===== src/rtl/pow2ap_pkg.sv =====
// ----------------------------------------------------------------------------
// pow2ap_pkg
// Shared widths, reset constants and structs for the power-of-two atlas packer.
// ----------------------------------------------------------------------------
package pow2ap_pkg;

    localparam int unsigned SIZE_W = 4;
    localparam int unsigned OFS_W  = 15;
    localparam int unsigned LIDX_W = 16;
    localparam int unsigned FREE_W = 31;

    // Layer size exponent after reset; previous size also starts here
    localparam logic [SIZE_W-1:0] LAYER_LOG2_RST = 4'd7;

    typedef struct packed {
        logic [SIZE_W-1:0] size_log2;
        logic              first_item;
    } t_item;

    typedef struct packed {
        logic [OFS_W-1:0]  offset_x;
        logic [OFS_W-1:0]  offset_y;
        logic [LIDX_W-1:0] layer_index;
        logic              size_error;
    } t_result;

    typedef struct packed {
        logic [FREE_W-1:0] free_slots;
        logic [SIZE_W-1:0] prev_log2;
    } t_pack_state;

endpackage


===== src/rtl/pow2ap_in_reg.sv =====
// ----------------------------------------------------------------------------
// pow2ap_in_reg
// Input register stage: captures one item and holds it until the next stage
// takes it.
// ----------------------------------------------------------------------------
module pow2ap_in_reg (
    input  logic               i_clk,
    input  logic               i_rst_n,
    input  logic               i_valid,
    output logic               o_stall,
    input  pow2ap_pkg::t_item  i_item,
    input  logic               i_take,
    output logic               o_valid,
    output pow2ap_pkg::t_item  o_item
);
    import pow2ap_pkg::*;

    logic  r_valid;
    logic  n_valid;
    t_item r_item;
    logic  w_load;

    assign o_stall = r_valid && !i_take;
    assign w_load  = i_valid && !o_stall;

    always_comb begin
        n_valid = r_valid;
        if (w_load) begin
            n_valid = 1'b1;
        end else if (i_take) begin
            n_valid = 1'b0;
        end
    end

    always_ff @(posedge i_clk) begin
        if (!i_rst_n) begin
            r_valid <= 1'b0;
        end else begin
            r_valid <= n_valid;
        end
    end

    always_ff @(posedge i_clk) begin
        if (w_load) begin
            r_item <= i_item;
        end
    end

    assign o_valid = r_valid;
    assign o_item  = r_item;

endmodule


===== src/rtl/pow2ap_place.sv =====
// ----------------------------------------------------------------------------
// pow2ap_place
// Placement logic: free count update, slot index, Morton de-interleave and
// scaling for one texture.
// ----------------------------------------------------------------------------
module pow2ap_place #(
    parameter int unsigned MAX_LAYER_LOG2    = 15,
    parameter int unsigned LAYER_INDEX_WIDTH = 16
) (
    input  logic [pow2ap_pkg::SIZE_W-1:0] i_layer_log2,
    input  pow2ap_pkg::t_item             i_item,
    input  pow2ap_pkg::t_pack_state       i_state,
    input  logic [LAYER_INDEX_WIDTH-1:0]  i_layer,
    output pow2ap_pkg::t_result           o_result,
    output pow2ap_pkg::t_pack_state       o_state,
    output logic [LAYER_INDEX_WIDTH-1:0]  o_layer,
    output logic                          o_ok
);
    import pow2ap_pkg::*;

    localparam int unsigned SLOT_W = 2 * MAX_LAYER_LOG2;

    always_comb begin
        logic [SIZE_W-1:0]            l_eff;
        logic [SIZE_W-1:0]            s;
        logic [LAYER_INDEX_WIDTH-1:0] layer;
        logic [FREE_W-1:0]            freec;
        logic [SIZE_W-1:0]            prev;
        logic                         err;
        logic [SIZE_W-1:0]            drop;
        logic [SIZE_W-1:0]            depth;
        logic [FREE_W-1:0]            fshift;
        logic [FREE_W-1:0]            fneg;
        logic [SLOT_W-1:0]            mask;
        logic [SLOT_W-1:0]            slot;
        logic [MAX_LAYER_LOG2-1:0]    xd;
        logic [MAX_LAYER_LOG2-1:0]    yd;
        logic [31:0]                  lext;

        l_eff = (i_layer_log2 > SIZE_W'(MAX_LAYER_LOG2)) ? SIZE_W'(MAX_LAYER_LOG2)
                                                         : i_layer_log2;
        s     = i_item.size_log2;
        layer = i_layer;
        freec = i_state.free_slots;
        prev  = i_state.prev_log2;

        // batch start: layer 0, one whole free layer
        if (i_item.first_item) begin
            layer = '0;
            freec = FREE_W'(1);
            prev  = l_eff;
        end
        // full layer: advance, saturating at the top index
        if (freec == '0) begin
            if (!(&layer)) begin
                layer = layer + 1'b1;
            end
            freec = FREE_W'(1);
            prev  = l_eff;
        end

        err    = (s > prev) || (s > l_eff);
        drop   = prev - s;
        fshift = freec << {drop, 1'b0};
        depth  = l_eff - s;
        mask   = SLOT_W'((32'd1 << {depth, 1'b0}) - 32'd1);
        fneg   = (~fshift) + FREE_W'(1);
        slot   = fneg[SLOT_W-1:0] & mask;

        for (int j = 0; j < MAX_LAYER_LOG2; j++) begin
            xd[j] = slot[2*j];
            yd[j] = slot[2*j+1];
        end

        lext = 32'(layer);

        o_result.offset_x    = OFS_W'(xd) << s;
        o_result.offset_y    = OFS_W'(yd) << s;
        o_result.layer_index = lext[LIDX_W-1:0];
        o_result.size_error  = 1'b0;
        if (err) begin
            o_result = '0;
            o_result.size_error = 1'b1;
        end

        o_state.free_slots = fshift - FREE_W'(1);
        o_state.prev_log2  = s;
        o_layer            = layer;
        o_ok               = !err;
    end

endmodule


===== src/rtl/pow2_atlas_array_packer.sv =====
// ----------------------------------------------------------------------------
// pow2_atlas_array_packer
// Packs square power-of-two textures into an array of square layers.
// ----------------------------------------------------------------------------
// Path: input transfer into the input register, then the result register;
//   placement runs between them.
// Throughput: 1 item per cycle while not stalled, set by the state update loop.
// Reset (synchronous, active low): layer 0, one free slot, previous size 7,
//   layer size exponent 7, both pipeline stages empty.
// ----------------------------------------------------------------------------
module pow2_atlas_array_packer #(
    parameter int unsigned MAX_LAYER_LOG2    = 15,
    parameter int unsigned LAYER_INDEX_WIDTH = 16
) (
    input  logic                          i_clk,
    input  logic                          i_rst_n,
    // item input channel
    input  logic                          i_valid,
    output logic                          o_stall,
    input  logic [pow2ap_pkg::SIZE_W-1:0] i_size_log2,
    input  logic                          i_first_item,
    // result output channel
    output logic                          o_valid,
    input  logic                          i_stall,
    output logic [pow2ap_pkg::OFS_W-1:0]  o_offset_x,
    output logic [pow2ap_pkg::OFS_W-1:0]  o_offset_y,
    output logic [pow2ap_pkg::LIDX_W-1:0] o_layer_index,
    output logic                          o_size_error,
    // configuration write channel: layer_size_log2
    input  logic                          i_cfg_valid,
    output logic                          o_cfg_ready,
    input  logic [pow2ap_pkg::SIZE_W-1:0] i_cfg_data
);
    import pow2ap_pkg::*;

    t_item                        w_in_item;
    t_item                        w_item;
    logic                         w_item_valid;
    logic                         w_move;
    t_result                      w_result;
    t_pack_state                  w_state_nxt;
    logic [LAYER_INDEX_WIDTH-1:0] w_layer_nxt;
    logic                         w_ok;

    logic [SIZE_W-1:0]            r_cfg_log2;
    t_pack_state                  r_state;
    logic [LAYER_INDEX_WIDTH-1:0] r_layer;
    logic                         r_out_valid;
    logic                         n_out_valid;
    t_result                      r_result;

    // Configuration: always ready; write only while idle, the block does not enforce it
    assign o_cfg_ready = 1'b1;

    always_ff @(posedge i_clk) begin
        if (!i_rst_n) begin
            r_cfg_log2 <= LAYER_LOG2_RST;
        end else if (i_cfg_valid && o_cfg_ready) begin
            r_cfg_log2 <= i_cfg_data;
        end
    end

    assign w_in_item.size_log2  = i_size_log2;
    assign w_in_item.first_item = i_first_item;

    // Input stage
    pow2ap_in_reg u_in_reg (
        .i_clk   (i_clk),
        .i_rst_n (i_rst_n),
        .i_valid (i_valid),
        .o_stall (o_stall),
        .i_item  (w_in_item),
        .i_take  (w_move),
        .o_valid (w_item_valid),
        .o_item  (w_item)
    );

    // Advance the held item whenever the result register is free or draining
    assign w_move = w_item_valid && (!r_out_valid || !i_stall);

    pow2ap_place #(
        .MAX_LAYER_LOG2    (MAX_LAYER_LOG2),
        .LAYER_INDEX_WIDTH (LAYER_INDEX_WIDTH)
    ) u_place (
        .i_layer_log2 (r_cfg_log2),
        .i_item       (w_item),
        .i_state      (r_state),
        .i_layer      (r_layer),
        .o_result     (w_result),
        .o_state      (w_state_nxt),
        .o_layer      (w_layer_nxt),
        .o_ok         (w_ok)
    );

    // Packing state: commit on every placed item, hold on a size error so
    // that a rejected item leaves no trace
    always_ff @(posedge i_clk) begin
        if (!i_rst_n) begin
            r_state.free_slots <= FREE_W'(1);
            r_state.prev_log2  <= LAYER_LOG2_RST;
            r_layer            <= '0;
        end else if (w_move && w_ok) begin
            r_state <= w_state_nxt;
            r_layer <= w_layer_nxt;
        end
    end

    // Result register: load on advance, drop after the downstream transfer
    always_comb begin
        n_out_valid = r_out_valid;
        if (w_move) begin
            n_out_valid = 1'b1;
        end else if (!i_stall) begin
            n_out_valid = 1'b0;
        end
    end

    always_ff @(posedge i_clk) begin
        if (!i_rst_n) begin
            r_out_valid <= 1'b0;
        end else begin
            r_out_valid <= n_out_valid;
        end
    end

    always_ff @(posedge i_clk) begin
        if (w_move) begin
            r_result <= w_result;
        end
    end

    assign o_valid       = r_out_valid;
    assign o_offset_x    = r_result.offset_x;
    assign o_offset_y    = r_result.offset_y;
    assign o_layer_index = r_result.layer_index;
    assign o_size_error  = r_result.size_error;

endmodule


===== config.mk =====
export PLATFORM = sky130hd
export DESIGN_NAME = pow2_atlas_array_packer
export DESIGN_NICKNAME = d
export VERILOG_FILES = /design/src/rtl/pow2ap_pkg.sv /design/src/rtl/pow2ap_in_reg.sv /design/src/rtl/pow2ap_place.sv /design/src/rtl/pow2_atlas_array_packer.sv
export SDC_FILE = /design/constraint.sdc
export NUM_CORES = 1
export LEC_CHECK = 0
export BUFFER_PORTS_ARGS = -buffer_cell sky130_fd_sc_hd__buf_4
export CORE_MARGIN = 4
export CORE_UTILIZATION = 40
export DETAILED_ROUTE_END_ITERATION = 12
export GPL_ROUTABILITY_DRIVEN = 0
export HOLD_SLACK_MARGIN = 0.05
export PLACE_DENSITY = 0.63
export SLEW_MARGIN = 20
export SYNTH_ARGS = -nofsm -noshare
export SYNTH_HDL_FRONTEND = slang
export SYNTH_SLANG_ARGS = --single-unit

===== constraint.sdc =====
create_clock -name i_clk -period 8.8 [get_ports i_clk]
set_clock_uncertainty 0.05 [all_clocks]
set_input_delay 0.44 -clock i_clk [delete_from_list [all_inputs] [get_ports i_clk]]
set_output_delay 0.44 -clock i_clk [all_outputs]
set_load 0.02 [all_outputs]

==> impl_metrics.env, run 1 <==
export IMPL_worstReg2RegStart="r_state[5]"
export IMPL_num_antenna_cells=0
export IMPL_cp_start_kind="register"
export IMPL_vdd_drop_max_uv=105
export IMPL_yosysSeqAreaShare_pct=30.1
export IMPL_grt_overflow_total=0
export IMPL_start_util_pct=40.9
export IMPL_worstSetupPathType="reg -> reg"
export IMPL_clockBufferDepth=2
export IMPL_rsz0062_at_grt="no"
export IMPL_drive_gt1_share_pct=15.9
export IMPL_post_cts_setup_buffer_count=0
export IMPL_relSlewSlack_pct=33.4
export IMPL_synthCells=1061
export IMPL_hp_class="in -> reg"
export IMPL_cts_sinks=109
export IMPL_rrSetupSlack_ps=1490
export IMPL_syn_avg_cell_area_um2=8.47
export IMPL_top_level_ports=64
export IMPL_row_count=54
export IMPL_cts_root_buf="clkbuf_16"
export IMPL_synth_area_mm2=0.00899
export IMPL_cts_buffers=9
export IMPL_port_buffers=62
export IMPL_timing_final_crit_share_pct=83.1
export IMPL_antenna_found_initial=0
export IMPL_fp_coreArea_mm2=0.0220
export IMPL_drt_iter0_markers=1040
export IMPL_grt_start_max_net_pins=51
export IMPL_crit_fanout=20
export IMPL_firstDrtPassIters=6
export IMPL_final_common_cell="nor2_1"
export IMPL_die_h_um=158
export IMPL_yosys_warnings=0
export IMPL_die_area_mm2=0.0249
export IMPL_layout_common_cells="nor2_1, nand2_1, buf_4"
export IMPL_p_leak_uw=0.00336
export IMPL_viasPerCell=6.40
export IMPL_hold_viol_final=0
export IMPL_cts_clk_slew_worst_paths_ps=90
export IMPL_area_growth_pct=9.80
export IMPL_fin_total_pwr_uw=1760
export IMPL_ys_async_sr_fraction_pct=0
export IMPL_status="finished, final reports clean"
export IMPL_arrival_ps=7370
export IMPL_rr_endpoint="o_offset_y[14]"
export IMPL_wl_per_cell_um=21.3
export IMPL_critPathCaptureType="register"
export IMPL_track_usage_pct=22.7
export IMPL_grt_pass1_vias=7854
export IMPL_ant_nets=0
export IMPL_endpoint="o_offset_y[14]"
export IMPL_cts_resized=0
export IMPL_fin_nets=1102
export IMPL_syn_nets=1089
export IMPL_finalSetupViolCount=0
export IMPL_tns_ps=0
export IMPL_grt_pass1_wl_um=44900
export IMPL_drc=0
export IMPL_cts_tree="built"
export IMPL_cp_required_ps=8860
export IMPL_routed_wl_um=28900
export IMPL_finalCriticalPeriod_ps=7310
export IMPL_drv_cap=0
export IMPL_worst_slew_pin_slew_ps=992
export IMPL_vias=8692
export IMPL_max_freq_ghz=0.137
export IMPL_fin_hold_ws_ps=194
export IMPL_finalMaxSlewViolations=0
export IMPL_insertion_delay_ps=370
export IMPL_synth_cell_type_count=105
export IMPL_startpoint="r_state[5]"
export IMPL_fp_dieW_um=158
export IMPL_htree_num_levels=3
export IMPL_ys_seq_elements=109
export IMPL_ctsHoldBuffers=0
export IMPL_place_hpwl_um=21600
export IMPL_min_path_cells=1
export IMPL_rr_worst_depth=18
export IMPL_synth_edf_count=52
export IMPL_p_per_area_mw_per_mm2=178
export IMPL_synth_ff_type="dfxtp_1"
kinds of logic (layout without fill, tap and decap cells):
group / count (synthesis) / after routing / share of synthesized area, %
fa+ha+maj: 14 / 14 / 2.12
other cells: 1 / 1 / 0.0417
compound gates: 300 / 300 / 24.2
simple gates: 439 / 439 / 24.5
flops: 109 / 109 / 30.1
buf+inv: 93 / 111 / 4.88
xor+xnor: 49 / 49 / 4.86
mux: 56 / 56 / 9.38
metrics by stage:
stage	instance area (µm²)	setup WS, ps	util, %	cells
finish	9870	1490	45.0	1359
global route	9870	1110	45.0	1359
global placement	9560	1820	43.5	1343
CTS	9870	1680	45.0	1359
detailed placement	9560	1710	43.5	1343
floorplan	8990	3090	-	1061
worst max-delay path: stages, from the launching register on:
cell and delay [ps]:
dfxtp_1 410, nor4_1 500, nand4_1 460, o21ai_0 650, mux2i_1 170, ha_2 220, fa_1 1130, buf_4 380
mux4_2 390, nand2_1 90, a221oi_1 80, a41oi_1 570, and3_1 330, nand4_2 200, nor4_2 350, xnor2_1 240
a32oi_1 420, a211o_1 250, o221ai_1 130
layer usage:
layer  part of all wire [%]  track usage (%)  routed length, µm  vias to the layer above
li1                       -                -                  -                     4039
met1                     43             32.2              12500                     4152
met2                     44             33.8              12600                      432
met3                    9.8             5.71               2830                       69
met4                    3.5             7.87               1020                        0
met5                      0                0                  0                        -
sequential cells by signal, summed over array words and instances, names as in the netlist:
| register | flops |
|---|---|
| o_layer_index | 16 |
| u_in_reg.o_valid | 1 |
| o_offset_y | 15 |
| u_in_reg.o_item | 5 |
| o_size_error | 1 |
| r_layer | 16 |
| r_cfg_log2 | 4 |
| o_valid | 1 |
| r_state | 35 |
| o_offset_x | 15 |
area by class of cell:
cell class              instances  area [µm²]
fillers                      2138       12100
flip-flops and latches        109        2700
clock inverters                 7        91.3
well taps                     280         350
repair buffers                 75         563
clock buffers                   9         225
multi-input cells             859        5860
inverters                      20        75.1
worst min-delay path by stage:
stage                 startpoint                  to  slack (ps)
floorplan             r_state[3]          r_state[3]         380
global placement      r_state[3]          r_state[3]         400
detailed placement    r_state[3]          r_state[3]         410
CTS                 i_first_item  u_in_reg.o_item[0]         190
global route        i_first_item  u_in_reg.o_item[0]         190
finish              i_first_item  u_in_reg.o_item[0]         190
synth_stat cells (4+ instances only):
cell type,number,area [µm²]
or3_1,8,50.1
nor3_1,35,175
or2_2,4,25.0
nor4_2,4,50.1
nand2_1,119,447
clkbuf_1,44,165
nand4_1,17,106
a21oi_1,57,285
buf_6,4,45.0
buf_2,12,60.1
o211ai_1,21,158
o21ai_0,55,275
a31oi_1,13,81.3
edfxtp_1,52,1560
nand3_1,31,155
a21o_1,9,67.6
nor2_1,125,469
buf_1,5,18.8
a22oi_1,18,135
xor2_1,18,158
a221oi_1,6,52.6
ha_1,12,150
mux2i_1,19,190
inv_1,19,71.3
buf_4,6,45.0
o21a_1,10,75.1
a211o_1,4,35.0
a211oi_1,20,150
mux4_2,20,450
nand2b_1,8,50.1
dfxtp_1,57,1140
mux2_2,12,135
o221ai_1,5,43.8
o22ai_1,8,50.1
o21ai_1,7,35.0
o32a_1,5,50.1
and2_1,9,56.3
xnor2_1,30,263
and3_1,16,100
a32oi_1,5,43.8
and4_1,7,61.3
nor2b_1,15,93.8
nor4_1,16,100
where the power goes:
part / total [µW] / internal [µW] / leakage, µW / switching (µW)
registers: 568 / 551 / 0.000941 / 17.0
logic: 755 / 259 / 0.00227 / 496
clock network: 436 / 210 / 0.000155 / 226
Note: power is estimated with default switching activity, not from simulation.
==> run 2, diff against run 1 <==
- ABC_AREA: default -> 1
- PLACE_DENSITY: 0.63 -> 0.65
- clock period: 8.8 -> 6.1 ns (I/O delays scaled with it)
==> impl_metrics.env, run 2 <==
export IMPL_cts_sinks=109
export IMPL_viasPerCell=5.47
export IMPL_cts_clk_slew_worst_paths_ps=80
export IMPL_area_growth_pct=10.4
export IMPL_vias=9373
export IMPL_relSlewSlack_pct=28.5
export IMPL_multi_input_area_mm2=0.00532
export IMPL_cts_root_buf="clkbuf_16"
export IMPL_yosys_warnings=0
export IMPL_synth_cell_type_count=52
export IMPL_rr_worst_depth=28
export IMPL_drv_cap=0
export IMPL_grt_overflow_total=0
export IMPL_top_level_ports=64
export IMPL_yosysTopAreaCellShare_pct=17.2
export IMPL_drt_iter0_markers=832
export IMPL_clockBufferDepth=2
export IMPL_synth_most_common_cell="nand2_1"
export IMPL_cts_tree="built"
export IMPL_drive_gt1_share_pct=13.5
export IMPL_slowest_delay_ps=490
export IMPL_status="finished, final reports clean"
export IMPL_grt_pass1_vias=8559
export IMPL_cts_resized=0
export IMPL_synthCells=1405
export IMPL_max_freq_ghz=0.185
export IMPL_p_leak_uw=0.00469
export IMPL_area_sequential_mm2=0.00270
export IMPL_timing_final_crit_share_pct=88.8
export IMPL_place_hpwl_um=21300
export IMPL_p_per_area_mw_per_mm2=300
export IMPL_die_area_mm2=0.0251
export IMPL_crit_fanout=31
export IMPL_htree_num_levels=3
export IMPL_finalMaxSlewViolations=0
export IMPL_critPathCaptureType="register"
export IMPL_fillCellCount=2326
export IMPL_start_util_pct=41.1
export IMPL_port_buffers=62
export IMPL_cp_required_ps=6160
export IMPL_wl_per_cell_um=16.2
export IMPL_drc=0
export IMPL_synth_area_mm2=0.00906
export IMPL_synth_commonest_cells="nand2_1, inv_1, nor2_1, nand3_1, o21ai_0"
export IMPL_rrSetupSlack_ps=690
export IMPL_fp_coreArea_mm2=0.0220
export IMPL_firstDrtPassIters=6
export IMPL_track_usage_pct=22.3
export IMPL_yosys_area_top_type="edfxtp_1"
export IMPL_synth_ff_type="dfxtp_1"
export IMPL_hold_start="i_size_log2[0]"
export IMPL_yosysSeqAreaShare_pct=29.8
export IMPL_arrival_ps=5470
export IMPL_worst_slew_pin_slew_ps=1070
export IMPL_hold_viol_final=0
export IMPL_cts_buffers=9
export IMPL_die_h_um=159
export IMPL_synth_edf_count=52
export IMPL_finalSetupViolCount=0
export IMPL_vdd_drop_max_uv=122
export IMPL_antenna_found_initial=0
export IMPL_routed_wl_um=27700
export IMPL_syn_avg_cell_area_um2=6.45
export IMPL_post_cts_setup_buffer_count=0
export IMPL_cp_start_kind="register"
export IMPL_synth_area_top_cells="edfxtp_1, nand2_1, dfxtp_1, nand3_1, inv_1"
export IMPL_num_antenna_cells=0
export IMPL_slowest_stage="fa_1"
export IMPL_cp_common_cell="nand2_1"
export IMPL_ctsHoldBuffers=0
export IMPL_ys_seq_elements=109
export IMPL_regMostFlops="r_state"
export IMPL_final_common_cell="nand2_1"
export IMPL_hp_class="in -> reg"
export IMPL_min_path_cells=1
export IMPL_rr_endpoint="o_offset_y[13]"
export IMPL_syn_nets=1433
export IMPL_grt_pass1_wl_um=44600
export IMPL_ant_nets=0
export IMPL_ys_async_sr_fraction_pct=0
export IMPL_tns_ps=0
export IMPL_fp_dieW_um=159
export IMPL_worstSetupPathType="reg -> reg"
export IMPL_final_util_pct=45.4
export IMPL_fin_nets=1455
export IMPL_worstReg2RegStart="u_in_reg.o_item[0]"
export IMPL_finalCriticalPeriod_ps=5410
export IMPL_largest_reg_flops=35
export IMPL_grt_start_max_net_pins=56
export IMPL_row_count=54
export IMPL_layout_common_cells="nand2_1, inv_1, nor2_1"
export IMPL_insertion_delay_ps=360
export IMPL_min_to="u_in_reg.o_item[1]"
export IMPL_rsz0062_at_grt="no"
## run 2: kinds of logic (layout without fill, tap and decap cells)
group	count (synthesis)	count (layout)	share of synthesized area [%]
fa+ha+maj	14	14	2.10
mux	4	4	0.442
buf+inv	259	286	11.6
simple gates	761	761	38.5
xor+xnor	33	33	3.44
other cells	1	1	0.0414
flops	109	109	29.8
compound gates	224	224	14.0
## run 2: how the worst max path moves through the flow
stage,startpoint,to,depth (start not counted)
after detailed placement,u_in_reg.o_item[0],o_offset_y[12],28
after global placement,u_in_reg.o_item[0],o_offset_y[12],28
after CTS,u_in_reg.o_item[0],o_offset_y[13],28
after global routing,u_in_reg.o_item[0],o_offset_y[12],28
after floorplan,u_in_reg.o_item[0],o_offset_x[11],31
final,u_in_reg.o_item[0],o_offset_y[13],28
## run 2: critical path: cells and delay by family, from the launching register on
kind,cells,cell delay (ps)
adders and majority gates,2,700
DFF,1,400
and+or+nand+nor,17,2010
xor gates and xnor gates,1,370
AOI/OAI and AO/OA,3,490
buffers and inverters,5,1130
## run 2: layout make-up
type | count | area share (%)
well taps | 280 | 3.50
multi-input cells | 1037 | 53.2
clock buffers | 11 | 2.64
clock inverters | 5 | 0.476
inverters | 191 | 7.17
repair buffers | 79 | 5.93
flip-flops and latches | 109 | 27.0
## run 2: where the power goes
group	leakage [µW]	switching [µW]	internal [µW]
logic	0.00358	1100	442
registers	0.000952	20.4	807
clock network	0.000157	304	323
## run 2: per-layer routing
| layer | part of all wire [%] | global-route usage (%) | wire [µm] |
|---|---|---|---|
| met1 | 44 | 30.8 | 12200 |
| met2 | 44 | 35.2 | 12300 |
| met3 | 8.8 | 4.00 | 2440 |
| met4 | 3.0 | 7.84 | 830 |
| met5 | 0 | 0 | 0 |
## run 2: metrics by stage
stage | total power, µW | area, µm² | worst slack, ps | cells | hold WS [ps]
2_1_floorplan | 1970 | 9060 | 1590 | 1405 | 354
3_3_place_gp | 2330 | 9690 | 889 | 1696 | 409
3_5_place_dp | 2340 | 9690 | 752 | 1696 | 416
4_1_cts | 2970 | 10000 | 730 | 1712 | 60.7
5_1_grt | 3200 | 10000 | 163 | 1712 | 56.9
6_report | 3000 | 10000 | 686 | 1712 | 69.0
